--- src/hdl/pcrll_mul.sv ---
// shared 32 by 32 unsigned multiplier with registered product
module pcrll_mul (
  input  logic        clk_i,
  input  logic [31:0] a_i,
  input  logic [31:0] b_i,
  output logic [63:0] p_o
);

  logic [63:0] p_q;

  // one partial product per cycle
  always_ff @(posedge clk_i) begin
    p_q <= 64'(a_i) * 64'(b_i);
  end

  assign p_o = p_q;

endmodule
--- config.mk ---
export PLATFORM = sky130hd
export DESIGN_NAME = pcrll_mul
export DESIGN_NICKNAME = d
export VERILOG_FILES = /design/src/hdl/pcrll_mul.sv
export SDC_FILE = /design/constraint.sdc
export NUM_CORES = 2
export LEC_CHECK = 0
export BUFFER_PORTS_ARGS = -buffer_cell sky130_fd_sc_hd__buf_2
export CAP_MARGIN = 20
export CORE_UTILIZATION = 60
export CTS_CLUSTER_SIZE = 16
export DETAILED_ROUTE_END_ITERATION = 8
export PLACE_DENSITY = 0.76
export REMOVE_ABC_BUFFERS = 1
export SLEW_MARGIN = 10
export SYNTH_ARGS = -nofsm -noshare
export SYNTH_HDL_FRONTEND = slang
export SYNTH_SLANG_ARGS = --single-unit
export TNS_END_PERCENT = 10
--- constraint.sdc ---
create_clock -name clk_i -period 10.8 [get_ports clk_i]
set_clock_uncertainty 0.2 [all_clocks]
set_input_delay 0.54 -clock clk_i [delete_from_list [all_inputs] [get_ports clk_i]]
set_output_delay 0.54 -clock clk_i [all_outputs]
set_load 0.1 [all_outputs]
==> run_results.csv <==
group,metric,value,unit
status,outcome,"finished clean",
clock_tree,clk_transition_reported_paths,0.07,ns
sta,report.final.setup_viol,0,
place,io_buffers,128,
synthesis,yosys.area_share.simple,17.6,%
finish,n_fill_cell,4718,
grt,globalRoute.totalOverflow,0,
clock_tree,cts_repair_resize_count,0,
floorplanning,die_width,242,microns
synthesis,synth_top_area_cell,"sky130_fd_sc_hd__fa_1",
sta,maxSlewViolCount,0,
floorplanning,floorplan.io_pins,129,
finish,flip_flop_count_of_the_largest_register_after_layout,64,
sta,worst_slew_margin,40.5,%
synthesis,synthesis.area_per_instance,9.25,sq um
clock_tree,clock_tree.root_cell,"sky130_fd_sc_hd__clkbuf_16",
clock_tree,tritoncts,"yes",
worst_setup_path,start_kind,"input pin",
drt,detail_route.wirelength,91100,microns
sta,setup-tns-final,0,ns
worst_setup_path,worst_path_dominant_cell_family,"adder cells",
clock_tree,setup_fix_buffers_added_after_clock_tree_synthesis,0,
synthesis,synth_mux_area_share,0.0289,%
place,gpl.final_weighted_congestion,0.979,
clock_tree,cts_buffer_depth,2,
min_path,worst_min_path_class,"in2reg",
synthesis,synth_top_family_by_area,"adder cells",
drt,drt-pass1-iter-count,6,
min_path,worstHoldPathCells,2,
synthesis,syn-cell-area,34700,sq um
clock_tree,numClockSinks,64,
min_path,hp-start,"a_i[0]",
synthesis,ys_seq_elements,64,
worst_setup_path,crit_path_max_incr_delay,0.62,ns
worst_setup_path,timing.critical_path.arrival,8.44,ns
sta,final_hold_viol_count,0,
sta,min_period_over_period,77.1,%
synthesis,synth_cells,3748,
synthesis,netlist-cell-type-count,57,
floorplanning,coreArea,56700,sq um
synthesis,ys_top_cells_by_area,"sky130_fd_sc_hd__fa_1, sky130_fd_sc_hd__and2_1, sky130_fd_sc_hd__ha_1",
grt,grt_usage,32.8,%
drt,vias_per_cell,5.62,
worst_setup_path,cp_num_buf_inv,3,
sta,achievable_freq,0.120,GHz
clock_tree,htree_levels,3,
worst_setup_path,timing.critical_path.mode_cell,"sky130_fd_sc_hd__fa_1",
min_path,hold_crit_endpoint,"p_o[0]",
worst_setup_path,worstPathCellList,"buf_2, and2_1, fa_1, fa_1, inv_1, fa_1, fa_1, inv_1, fa_1, fa_1, fa_1, fa_1, ha_1, nand4_1, or4_1, or3_1, a31oi_1, a31o_2, a211oi_1, o21ai_1, xor2_1",
worst_setup_path,cp_slowest_cell,"sky130_fd_sc_hd__buf_2",
clock_tree,numCtsBuffers,9,
floorplanning,die_y,242,microns
clock_tree,holdBufCountCts,0,
synthesis,synth_top_cell_area_share,51.7,%
grt,grt_max_degree,33,
sta,worst_pin_slew,0.893,ns
floorplanning,std_cell_rows,87,
worst_setup_path,timing.setup.critical_path_class,"in2reg",
drt,initialDrtViolationCount,1736,
synthesis,synthArstFlopShare,0,%
grt,grt_pass1_vias,27000,
finish,layout-area-overhead-vs-synth,3.33,%
grt,grt_first_pass_wirelength,148000,microns
finish,finish.net_count,4903,
synthesis,synth_top_flop_cell,"sky130_fd_sc_hd__dfxtp_1",
grt,grt_antenna_before_repair,2,
synthesis,synth.yosys.warnings,0,
finish,layout-drive-gt1-share,4.70,%
worst_setup_path,critical_path.endpoint_type,"flop",
synthesis,yosys.area_share.adder,61.2,%
synthesis,synth_edf_count,0,
sta,final.min_clock_period,8.33,ns
place,detailed_place_hpwl,72100,microns
synthesis,synth-xor-area-share,1.52,%
synthesis,most_common_cell_in_the_netlist,"sky130_fd_sc_hd__fa_1",
floorplanning,floorplan.initialDensity,61.1,%
drt,ant_nets,0,
flow_run,drv.max_cap_violation_count,0,
synthesis,synth_seq_area_share,3.69,%
worst_setup_path,maximum_fanout_along_the_worst_path,32,
sta,unrepaired_setup_endpoints_after_global_routing,"false",
floorplanning,die_area,58800,sq um
synthesis,synth-compound-area-share,4.15,%
synthesis,synth.cells.most_frequent,"sky130_fd_sc_hd__fa_1, sky130_fd_sc_hd__inv_1, sky130_fd_sc_hd__and2_1, sky130_fd_sc_hd__nand2_1, sky130_fd_sc_hd__ha_1",
drt,post_dr_wirelength_cell,20.5,microns
worst_setup_path,worst-endpoint-required,10.91,ns
drt,drc,0,
drt,detailroute.via_count,25000,
[worst max path at each step]
stage / start / to / slack (ns) / depth (start not counted)
after floorplan: a_i[26] / p_o[62] / 3.59 / 22
final: a_i[19] / p_o[62] / 2.47 / 21
after global placement: a_i[18] / p_o[62] / 2.23 / 21
after CTS: b_i[8] / p_o[62] / 2.55 / 24
after global routing: a_i[7] / p_o[62] / 2.15 / 23
after detailed placement: b_i[8] / p_o[62] / 2.16 / 24
[metrics by stage]
| stage | hold WS, ns | cells | setup slack (ns) | utilization (%) | area [sq um] |
|---|---|---|---|---|---|
| finish | 0.719 | 4441 | 2.47 | 63.2 | 35800 |
| global route | 0.714 | 4440 | 2.15 | 63.2 | 35800 |
| CTS | 0.675 | 4440 | 2.55 | 63.2 | 35800 |
| detailed placement | 0.890 | 4424 | 2.16 | 62.6 | 35500 |
| global placement | 0.889 | 4424 | 2.23 | 62.6 | 35500 |
| floorplan | 0.462 | 3528 | 3.59 | - | 33800 |
[layout make-up]
class,count,area [sq um],area share [%]
multi-input combinational,2599,29300,81.8
inverter,865,3250,9.06
sequential,64,1280,3.58
tap,756,946,2.64
timing repair buffer,140,731,2.04
clock buffer,11,253,0.705
clock inverter,5,55.1,0.154
antenna,1,2.50,0.00698
[layer usage]
| metal | routed length, microns | GRT usage, % | vias to the layer above | part of all wire, % |
|---|---|---|---|---|
| li1 | - | - | 10700 | - |
| met1 | 36800 | 45.4 | 12900 | 40 |
| met2 | 42600 | 52.2 | 1178 | 47 |
| met3 | 8820 | 7.17 | 198 | 9.7 |
| met4 | 2780 | 9.62 | 2 | 3.1 |
| met5 | 19 | 0 | - | 0.021 |
[placed cells by master (no fill, tap or decap), types with 4 or more instances in the layout]
cell	count
sky130_fd_sc_hd__a31oi_1	12
sky130_fd_sc_hd__clkbuf_16	9
sky130_fd_sc_hd__and2_1	602
sky130_fd_sc_hd__nand4_1	23
sky130_fd_sc_hd__xnor2_1	35
sky130_fd_sc_hd__and3_1	14
sky130_fd_sc_hd__nor3_1	7
sky130_fd_sc_hd__fa_1	896
sky130_fd_sc_hd__o21ai_1	5
sky130_fd_sc_hd__inv_1	865
sky130_fd_sc_hd__a221o_1	4
sky130_fd_sc_hd__o21bai_1	10
sky130_fd_sc_hd__dfxtp_1	64
sky130_fd_sc_hd__nor2_1	20
sky130_fd_sc_hd__buf_4	12
sky130_fd_sc_hd__buf_2	128
sky130_fd_sc_hd__a21o_1	40
sky130_fd_sc_hd__a21oi_1	63
sky130_fd_sc_hd__nand3_1	10
sky130_fd_sc_hd__xor2_1	25
sky130_fd_sc_hd__o21ai_0	21
sky130_fd_sc_hd__o21a_1	9
sky130_fd_sc_hd__ha_1	263
sky130_fd_sc_hd__nand2_1	480
[cells by family (layout without fill, tap and decap cells)]
| kind of cell | after synthesis | in the layout |
|---|---|---|
| other | 0 | 1 |
| buffers and inverters | 1085 | 1021 |
| AO/OA/AOI/OAI | 202 | 202 |
| adder cells (fa/ha/maj) | 1159 | 1159 |
| XOR/XNOR | 60 | 60 |
| flip-flops | 64 | 64 |
| AND/OR/NAND/NOR | 1177 | 1177 |
| multiplexers | 1 | 1 |
Power is left out: the tool's default activity adds up to more than one toggle a clock period on the data nets, which glitch-free logic cannot reach.
